===== config.mk =====
export PLATFORM = sky130hd
export DESIGN_NAME = noise_driven_resonator_synth_core
export DESIGN_NICKNAME = d
export VERILOG_FILES = /design/src/rtl/ndrs_pkg.sv /design/src/rtl/noise_driven_resonator_synth_core.sv
export SDC_FILE = /design/constraint.sdc
export NUM_CORES = 2
export LEC_CHECK = 0
export ABC_CLOCK_PERIOD_IN_PS = 16500
export BUFFER_PORTS_ARGS = -buffer_cell sky130_fd_sc_hd__buf_2
export CORE_UTILIZATION = 52
export CTS_CLUSTER_SIZE = 14
export DETAILED_ROUTE_END_ITERATION = 8
export PLACE_DENSITY = 0.68
export SYNTH_ARGS = -nofsm -noshare
export SYNTH_HDL_FRONTEND = slang
export SYNTH_SLANG_ARGS = --single-unit

===== constraint.sdc =====
create_clock -name clk -period 16.5 [get_ports clk]
set_input_delay 0.825 -clock clk [delete_from_list [all_inputs] [get_ports clk]]
set_output_delay 0.825 -clock clk [all_outputs]
set_load 0.005 [all_outputs]

===== src/rtl/ndrs_pkg.sv =====
// Types, constants and register indexes shared by the resonator synth.
`timescale 1ns / 1ps
`default_nettype none

package ndrs_pkg;

	localparam int STATE_BITS    = 48;
	localparam int INDEX_BITS    = 24;
	localparam int MAG_BITS      = 64;
	localparam int MUL_BITS      = 32;
	localparam int CFG_IDX_BITS  = 3;
	localparam int CFG_DATA_BITS = 32;
	localparam int LEN_BITS      = 25;
	localparam int CMP_BITS      = ((INDEX_BITS > LEN_BITS) ? INDEX_BITS : LEN_BITS) + 1;
	localparam int ENV_BITS      = 26;
	localparam int DIST_BITS     = 24;
	localparam int XS_BITS       = 25;
	localparam int SAMPLE_BITS   = 24;
	localparam int NOISE_BITS    = 16;

	localparam logic [CFG_IDX_BITS-1:0] REG_COEFF_SPRING  = 3'd0;
	localparam logic [CFG_IDX_BITS-1:0] REG_COEFF_DAMPING = 3'd1;
	localparam logic [CFG_IDX_BITS-1:0] REG_OUT_GAIN      = 3'd2;
	localparam logic [CFG_IDX_BITS-1:0] REG_NOTE_LENGTH   = 3'd3;
	localparam logic [CFG_IDX_BITS-1:0] REG_INV_SPAN      = 3'd4;

	localparam logic [LEN_BITS-1:0] NOTE_LENGTH_RST = 25'd2;
	localparam logic [31:0]         INV_SPAN_RST    = 32'hffff_ffff;

	localparam logic [MAG_BITS-1:0]  X_ONE     = 64'h1_0000_0000;
	localparam logic [XS_BITS-1:0]   ENV_HALF  = 25'h080_0000;
	localparam logic [ENV_BITS-1:0]  ENV_ONE   = 26'h100_0000;
	localparam logic [ENV_BITS-1:0]  ENV_LIMIT = 26'h200_0000;
	localparam logic [62:0]          SAT_POS   = 63'h7f_ffff;
	localparam logic [62:0]          SAT_NEG   = 63'h80_0000;

	typedef struct packed {
		logic signed [NOISE_BITS-1:0] noise;
		logic                         note_start;
	} ndrs_in_t;

	typedef struct packed {
		logic signed [SAMPLE_BITS-1:0] sample;
		logic                          last;
	} ndrs_out_t;

	typedef enum logic [3:0] {
		ST_IDLE,
		ST_X,
		ST_DB_L,
		ST_DB_H,
		ST_SQ,
		ST_SA_L,
		ST_CU,
		ST_SA_H,
		ST_EN_L,
		ST_EN_H,
		ST_GN_L,
		ST_GN_H,
		ST_GN_X,
		ST_OUT
	} ndrs_state_t;

endpackage

`default_nettype wire


===== src/rtl/noise_driven_resonator_synth_core.sv =====
// Noise-excited resonator with note envelope, built around one shared 32x32 multiplier.
// An accepted transaction steps through ST_X to ST_GN_X and waits in ST_OUT until the output register is free.
// A new transaction is accepted only back in ST_IDLE; eleven products share the one multiplier.
// Input stall stays high from acceptance until the result is loaded into the output register.
// The result waits there without blocking the next input transaction.
// Reset clears position, velocity, sample index and output valid, and loads register defaults.
`timescale 1ns / 1ps
`default_nettype none

module noise_driven_resonator_synth_core
	import ndrs_pkg::*;
(
	input  wire logic                     clk,
	input  wire logic                     arst_n,
	input  wire logic                     cfg_we,
	input  wire logic [CFG_IDX_BITS-1:0]  cfg_idx,
	input  wire logic [CFG_DATA_BITS-1:0] cfg_data,
	input  wire logic                     in_valid,
	output logic                          in_stall,
	input  wire ndrs_in_t                 in_data,
	output logic                          out_valid,
	input  wire logic                     out_stall,
	output ndrs_out_t                     out_data
);

	ndrs_state_t state_q, state_d;

	logic [31:0]           coeff_spring_q;
	logic [31:0]           coeff_damping_q;
	logic [31:0]           out_gain_q;
	logic [LEN_BITS-1:0]   note_length_q;
	logic [31:0]           inv_span_q;

	logic signed [STATE_BITS-1:0] pos_q;
	logic signed [STATE_BITS-1:0] vel_q;
	logic [INDEX_BITS-1:0]        idx_q;
	logic signed [NOISE_BITS-1:0] noise_q;

	logic [MAG_BITS-1:0]   pmag_q, vmag_q;
	logic                  pneg_q, vneg_q;
	logic [DIST_BITS-1:0]  dist_q;
	logic                  dpos_q;
	logic [DIST_BITS-1:0]  sq_q;
	logic [ENV_BITS-1:0]   env_q;
	logic [STATE_BITS-1:0] damp_q, spring_q, vsum_q;
	logic [MAG_BITS-1:0]   m1_q;
	logic                  ovf_q;
	logic [2*MUL_BITS-1:0] prod_q, acc_q;

	logic                  out_valid_q;
	ndrs_out_t             out_data_q;

	logic                  mul_en;
	logic [MUL_BITS-1:0]   op_a, op_b;
	logic                  accept, out_free;

	logic [MAG_BITS-1:0]   pext, vext;
	logic [MAG_BITS:0]     sum_hi;
	logic [96:0]           wide_sum;
	logic [MAG_BITS-1:0]   xsat;
	logic [XS_BITS-1:0]    xs;
	logic [DIST_BITS-1:0]  cu;
	logic [STATE_BITS-1:0] e_w, vel_new;
	logic [62:0]           mh;
	logic [62:0]           mclamp;
	logic [CMP_BITS-1:0]   idx_next_cmp;

	assign accept   = in_valid && !in_stall;
	assign out_free = !out_valid_q || !out_stall;
	assign in_stall = (state_q != ST_IDLE);
	assign out_valid = out_valid_q;
	assign out_data  = out_data_q;

	assign pext = MAG_BITS'(pos_q);
	assign vext = MAG_BITS'(vel_q);

	assign sum_hi   = {1'b0, prod_q} + {{(MAG_BITS + 1 - 32){1'b0}}, acc_q[63:32]};
	assign wide_sum = {sum_hi, acc_q[31:0]};

	assign xsat = (prod_q > X_ONE) ? X_ONE : prod_q;
	assign xs   = xsat[32:8];
	assign cu   = prod_q[47:24];

	assign e_w     = STATE_BITS'(noise_q) << 8;
	assign vel_new = vsum_q + (pneg_q ? spring_q : (STATE_BITS'(0) - spring_q));

	assign mh     = wide_sum[95:33];
	assign mclamp = pneg_q ? ((ovf_q || mh > SAT_NEG) ? SAT_NEG : mh)
	                       : ((ovf_q || mh > SAT_POS) ? SAT_POS : mh);

	assign idx_next_cmp = CMP_BITS'(idx_q) + CMP_BITS'(1);

	always_ff @(posedge clk or negedge arst_n) begin
		if (!arst_n) begin
			state_q <= ST_IDLE;
		end else begin
			state_q <= state_d;
		end
	end

	always_comb begin
		state_d = state_q;
		mul_en  = 1'b1;
		op_a    = '0;
		op_b    = '0;
		unique case (state_q)
			ST_IDLE: begin
				mul_en = 1'b0;
				if (accept) begin
					state_d = ST_X;
				end
			end
			ST_X: begin
				op_a    = MUL_BITS'(idx_q);
				op_b    = inv_span_q;
				state_d = ST_DB_L;
			end
			ST_DB_L: begin
				op_a    = vmag_q[31:0];
				op_b    = coeff_damping_q;
				state_d = ST_DB_H;
			end
			ST_DB_H: begin
				op_a    = vmag_q[63:32];
				op_b    = coeff_damping_q;
				state_d = ST_SQ;
			end
			ST_SQ: begin
				op_a    = MUL_BITS'(dist_q);
				op_b    = MUL_BITS'(dist_q);
				state_d = ST_SA_L;
			end
			ST_SA_L: begin
				op_a    = pmag_q[31:0];
				op_b    = coeff_spring_q;
				state_d = ST_CU;
			end
			ST_CU: begin
				op_a    = MUL_BITS'(sq_q);
				op_b    = MUL_BITS'(dist_q);
				state_d = ST_SA_H;
			end
			ST_SA_H: begin
				op_a    = pmag_q[63:32];
				op_b    = coeff_spring_q;
				state_d = ST_EN_L;
			end
			ST_EN_L: begin
				op_a    = pmag_q[31:0];
				op_b    = MUL_BITS'(env_q);
				state_d = ST_EN_H;
			end
			ST_EN_H: begin
				op_a    = pmag_q[63:32];
				op_b    = MUL_BITS'(env_q);
				state_d = ST_GN_L;
			end
			ST_GN_L: begin
				mul_en  = 1'b0;
				state_d = ST_GN_H;
			end
			ST_GN_H: begin
				op_a    = m1_q[31:0];
				op_b    = out_gain_q;
				state_d = ST_GN_X;
			end
			ST_GN_X: begin
				op_a    = m1_q[63:32];
				op_b    = out_gain_q;
				state_d = ST_OUT;
			end
			ST_OUT: begin
				mul_en = 1'b0;
				if (out_free) begin
					state_d = ST_IDLE;
				end
			end
			default: begin
				mul_en  = 1'b0;
				state_d = ST_IDLE;
			end
		endcase
	end

	always_ff @(posedge clk or negedge arst_n) begin
		if (!arst_n) begin
			coeff_spring_q  <= '0;
			coeff_damping_q <= '0;
			out_gain_q      <= '0;
			note_length_q   <= NOTE_LENGTH_RST;
			inv_span_q      <= INV_SPAN_RST;
		end else if (cfg_we) begin
			unique case (cfg_idx)
				REG_COEFF_SPRING:  coeff_spring_q  <= cfg_data;
				REG_COEFF_DAMPING: coeff_damping_q <= cfg_data;
				REG_OUT_GAIN:      out_gain_q      <= cfg_data;
				REG_NOTE_LENGTH:   note_length_q   <= cfg_data[LEN_BITS-1:0];
				REG_INV_SPAN:      inv_span_q      <= cfg_data;
				default: begin
				end
			endcase
		end
	end

	always_ff @(posedge clk or negedge arst_n) begin
		if (!arst_n) begin
			pos_q <= '0;
			vel_q <= '0;
			idx_q <= '0;
		end else begin
			if (state_q == ST_IDLE && accept && in_data.note_start) begin
				pos_q <= '0;
				vel_q <= '0;
				idx_q <= '0;
			end
			if (state_q == ST_GN_H) begin
				vel_q <= vel_new;
			end
			if (state_q == ST_GN_X) begin
				pos_q <= pos_q + vel_q;
			end
			if (state_q == ST_OUT && out_free && idx_q != {INDEX_BITS{1'b1}}) begin
				idx_q <= idx_q + INDEX_BITS'(1);
			end
		end
	end

	always_ff @(posedge clk) begin
		if (mul_en) begin
			prod_q <= (2*MUL_BITS)'(op_a) * (2*MUL_BITS)'(op_b);
		end
		unique case (state_q)
			ST_IDLE: begin
				if (accept) begin
					noise_q <= in_data.noise;
				end
			end
			ST_X: begin
				pneg_q <= pos_q[STATE_BITS-1];
				vneg_q <= vel_q[STATE_BITS-1];
				pmag_q <= pos_q[STATE_BITS-1] ? (MAG_BITS'(0) - pext) : pext;
				vmag_q <= vel_q[STATE_BITS-1] ? (MAG_BITS'(0) - vext) : vext;
			end
			ST_DB_L: begin
				dpos_q <= (xs >= ENV_HALF);
				dist_q <= (xs >= ENV_HALF) ? DIST_BITS'(xs - ENV_HALF)
				                           : DIST_BITS'(ENV_HALF - xs);
			end
			ST_DB_H: acc_q <= prod_q;
			ST_SQ: damp_q <= wide_sum[STATE_BITS+27:28];
			ST_SA_L: sq_q <= prod_q[47:24];
			ST_CU: acc_q <= prod_q;
			ST_SA_H: begin
				env_q <= dpos_q ? (ENV_ONE - (ENV_BITS'(cu) << 3))
				                : (ENV_ONE + (ENV_BITS'(cu) << 3));
			end
			ST_EN_L: spring_q <= wide_sum[STATE_BITS+27:28];
			ST_EN_H: acc_q <= prod_q;
			ST_GN_L: begin
				m1_q   <= wide_sum[87:24];
				ovf_q  <= |wide_sum[96:88];
				vsum_q <= vel_q + e_w + (vneg_q ? damp_q : (STATE_BITS'(0) - damp_q));
			end
			ST_GN_H: begin
			end
			ST_GN_X: acc_q <= prod_q;
			ST_OUT: begin
			end
			default: begin
			end
		endcase
	end

	always_ff @(posedge clk or negedge arst_n) begin
		if (!arst_n) begin
			out_valid_q <= 1'b0;
		end else if (state_q == ST_OUT && out_free) begin
			out_valid_q <= 1'b1;
		end else if (!out_stall) begin
			out_valid_q <= 1'b0;
		end
	end

	always_ff @(posedge clk) begin
		if (state_q == ST_OUT && out_free) begin
			out_data_q.sample <= pneg_q ? (SAMPLE_BITS'(0) - mclamp[SAMPLE_BITS-1:0])
			                            : mclamp[SAMPLE_BITS-1:0];
			out_data_q.last   <= (idx_next_cmp == CMP_BITS'(note_length_q));
		end
	end

	a_accept_starts: assert property (@(posedge clk) disable iff (!arst_n)
		accept |=> state_q == ST_X)
		else $error("accepted transaction did not start the sequence");

	a_result_loaded: assert property (@(posedge clk) disable iff (!arst_n)
		(state_q == ST_OUT && out_free) |=> (out_valid && state_q == ST_IDLE))
		else $error("result not loaded into output register");

	a_index_hold: assert property (@(posedge clk) disable iff (!arst_n)
		(state_q != ST_OUT && !accept) |=> $stable(idx_q))
		else $error("sample index moved outside result hand-off");

	a_env_range: assert property (@(posedge clk) disable iff (!arst_n)
		(state_q == ST_EN_L) |-> (env_q <= ENV_LIMIT))
		else $error("envelope beyond two");

	a_out_waits: assert property (@(posedge clk) disable iff (!arst_n)
		(state_q == ST_OUT && !out_free) |=> (state_q == ST_OUT && $stable(out_data)))
		else $error("result overwrote a stalled transaction");

endmodule

`default_nettype wire

# == Word level (Yosys, flattened, before mapping) ==
# Cells that the tools add are included.
# Widths: inputs -> output; s select.
# word_totals
rom_bits,0
inputBits,57
latch_bits,0
word_cells,131
out_inout_bits,27
memories,0
ram_bits,0
register_bits,831
# op_classes
div_mod_pow,0
n_lt_le_gt_ge,4
n_mux,24
eq_ne,22
n_reduce_logical,34
shift,0
mul,1
bitwise_logic,0
add_sub_neg,16
# ops
cell,n
$pmux 32 s9,1
$mux 48,5
$add 48x48->48,4
$pmux 32 s6,1
$mux 24,7
$sub 1x48->49 const A,2
$sub 1x48->48 const A,2
$mux 47,2
$add 64x32->65,1
$gt 64x33->1 const B,1
$mul 32x32->64,1
$gt 63x23->1 const B,1
$gt 63x24->1 const B,1
$pmux 4 s14,1
$mux 33,1
$add 25x26->26 const A,1
$mux 26,1
$sub 25x26->26 const A,1
$add 24x1->25 const B,1
$eq 25x25->1,1
$ge 25x24->1 const B,1
$add 24x1->24 const B,1
$eq 4x4->1 const B,6
$ne 24x24->1 const B,1
25 further kinds,56

# == Depth between registers and ports, before layout ==
# depth
ltp_word,7
mapped_depth,42
depth_no_buf,38

# == Worst setup path before layout ==
# No wires, ideal clock.
# synth_path
path_type,reg-to-reg
from,register state_q[3]
to,register prod_q[63] (data pin)
required_ns,16.230
setup_time_ns,0.270
arrival_ns,12.796
slack_ns,3.434
path_stages_with_launch,40
path_cell_list,dfrtp_1 clkbuf_1 nand2_1 nor3_1 or2_2 clkbuf_1 clkbuf_1 a222oi_1 and3_1 clkbuf_1 clkbuf_1 nor2_1 fa_1 fa_1 fa_1 inv_1 fa_1 inv_1 (+4 left out) fa_1 inv_1 fa_1 inv_1 ha_1 a211oi_1 o21ai_0 a21oi_1 and2_1 a21oi_1 a21oi_1 a311o_1 nand4_1 o211ai_1 nor2b_1 o311ai_0 a2111oi_0 nor3b_1
# synth_via
elab_chain_cells,4
word_cells_on_any_way,21
cone_classes,mul (1); eq/ne (11); mux (2); reduce/logical (7)
# synth_lines
item,line_no,text
start: declaration,noise_driven_resonator_synth_core.sv:26,"ndrs_state_t state_q, state_d;"
start signal: assignment,noise_driven_resonator_synth_core.sv:97,state_q <= state_d;
$eq 4x4->1 (tied with other cells),noise_driven_resonator_synth_core.sv:106,unique case (state_q)
$reduce_or 2->1 (no line),n/a,
$pmux 32 s9 or $pmux 32 s6 (tied branches),noise_driven_resonator_synth_core.sv:106,
$mul 32x32->64 (*),noise_driven_resonator_synth_core.sv:230,prod_q <= (2*MUL_BITS)'(op_a) * (2*MUL_BITS)'(op_b);
end signal: assignment,noise_driven_resonator_synth_core.sv:230,
end: declaration,noise_driven_resonator_synth_core.sv:48,"logic [2*MUL_BITS-1:0] prod_q, acc_q;"
# Mark *: on every way between the ends. The rest lies on a longest branch, timed or not.
# A chain may end at the register's enable or synchronous reset.

# == Final worst setup path ==
# layout_path
from,register state_q[1]
to,register prod_q[63] (data pin)
# Same word-level chain as after synthesis.

==> out/metrics.yaml <==
htree_levels: 3
synthCells: 8128
nNetsFinal: 9572
clock_skew_ns: 0.05300
ys_seq_area_frac: 0.2891
cts_root_buffer: "clkbuf_16"
via_per_inst: 6.082
worst_skew_pair.late_latency_ns: 0.71
drcViolationCount: 0
syn-mean-instance-area_um2: 9.698
min_period_ns: 12.27
die-area_um2: 153200
start_util: 0.5251
hold_path_class: "in -> async"
synth_flop_cell: "edfxtp_1"
gp_congestion: 1.006
grt-ovfl-total: 0
wl_um: 275100
critPathBufInv: 7
fmax_mhz: 81.48
place_ws_ns: 4.450
antenna_left: 0
row_count: 142
die_w_um: 391.4
port_buffers: 83
die_y_um: 391.4
ys_types: 112
clock_path_buffers: 3
crit_slowest_cell: "and2_1"
wl_per_cell_um: 26.92
slew-limit-headroom: 0.1291
grt_setup_unrepaired: "no"
tritoncts: "built"
layout.cells.most_common: "inv_1"
cap_violations: 0
io_pins: 84
setup_ws_ns: 4.228
cts_resized: 0
ctsHoldBuffers: 0
cts_buffers: 87
path_delay_family: "adder cells"
cts.clk_slew.worst_paths_ns: 0.06
grt_usage: 0.3667
critPathKind: "reg -> reg"
finalSetupViolCount: 0
yosysWarningCount: 0
grt_pass1_vias: 62310
drt-initial-drc-count: 6437
crit_top_cell: "fa_1"
crit_fanout: 69
grt_first_pass_wirelength_um: 410100
core_um2: 150100
worst_setup_path_start_kind: "flop"
period_share: 0.7438
cp-end-kind: "flop"
required_ns: 16.93
post-cts-setup-buffer-count: 0
critical_path_arrival_ns: 12.70
async_flop_share: 0.3458
dr.pass1.iters: 9
holdWs_ns: 0.1509
clock-sinks: 804
ys_ff_latch: 804
drive_gt1_frac: 0.08515
final_cell_mix: "1227 x inv_1, 939 x fa_1, 863 x nand2_1, 798 x nor2_1, 526 x edfxtp_1"
drv_slew: 0
synth_edf_count: 526
vias: 62170
synth_area_um2: 78830
area_growth_syn_to_layout_pct: 8.142
hpwl_um: 209500
post-route-util: 0.5678
critPathMaxStageDelay_ns: 0.93
status: "completed"
grt_max_degree: 180
tightestPinTransition_ns: 1.294
setup_tns_ns: 0
hold_violations: 0
antenna_found_initial: 12
## final timing paths
| kind | from | endpoint | slack [ns] | cells after the start |
|---|---|---|---|---|
| max | state_q[1]$_DFFE_PN0P_ | prod_q[63]$_DFFE_PP_ | 4.23 | 34 |
| min | arst_n | vel_q[15]$_DFFE_PN0P_ | 0.15 | 1 |
| min reg2reg | acc_q[26]$_DFFE_PP_ | m1_q[2]$_DFFE_PP_ | 0.43 | 0 |
| min in group clk | in_data[8] | noise_q[7]$_DFFE_PP_ | 0.28 | 1 |
| max reg2reg | state_q[1]$_DFFE_PN0P_ | prod_q[63]$_DFFE_PP_ | 4.23 | 34 |
| max in group asynchronous | arst_n | note_length_q[11]$_DFFE_PN0P_ | 14.79 | 2 |
## Yosys cell counts (56+ instances only)
cell type / count / area share
ha_1: 452 / 0.072
inv_1: 1227 / 0.058
clkbuf_1: 311 / 0.015
nand2_1: 864 / 0.041
a21oi_1: 298 / 0.019
nor2_1: 806 / 0.038
a222oi_1: 56 / 0.0071
xnor2_1: 341 / 0.038
nor3_1: 111 / 0.0070
nand4_1: 64 / 0.0051
nand3_1: 153 / 0.0097
xor2_1: 168 / 0.019
a21o_1: 107 / 0.010
fa_1: 939 / 0.24
edfxtp_1: 526 / 0.20
o31ai_1: 59 / 0.0056
mux2_2: 159 / 0.023
and2_1: 56 / 0.0044
o21ai_0: 310 / 0.020
dfrtp_1: 245 / 0.078
## layout make-up
type / instances / area, um^2
antenna: 9 / 22.52
clock buffer: 108 / 2337
clock inverter: 54 / 853.3
fill: 13000 / 64880
inverter: 1230 / 4617
multi-input combinational: 5732 / 50270
sequential: 804 / 22790
tap: 2016 / 2522
timing repair buffer: 269 / 1834
## flip-flops by register name, indices dropped and copies added, names as in the netlist, 25 cells and up
name and flops:
coeff_spring_q 32, m1_q 64, pmag_q 49, vmag_q 49, out_gain_q 32, damp_q 48, inv_span_q 32, prod_q 64
note_length_q 25, vsum_q 48, out_data 25, vel_q 48, pos_q 48, spring_q 48, coeff_damping_q 32, acc_q 40
## layer usage
metal	GRT usage	up-vias	share of wire
met5	0	-	0.00031
met4	0.2000	12	0.063
met3	0.09154	679	0.11
met2	0.5568	3232	0.44
met1	0.4815	31370	0.39
li1	-	26880	-
## logic make-up after synthesis
group	share of synthesized area
simple gates	0.1378
other cells	0.00004757
mux	0.02692
fa+ha+maj	0.3102
compound gates	0.1032
buf+inv	0.07608
xor+xnor	0.05655
flops	0.2891
## per-stage QoR
step                cells  cell area (um^2)
global route        10220             85230
detailed placement  10050             82030
global placement    10050             82030
finish              10220             85250
floorplan            8129             78830
CTS                 10210             85230
Power is not shown: default switching activity piles up to over one toggle a cycle in this logic, so the estimate is an artifact.
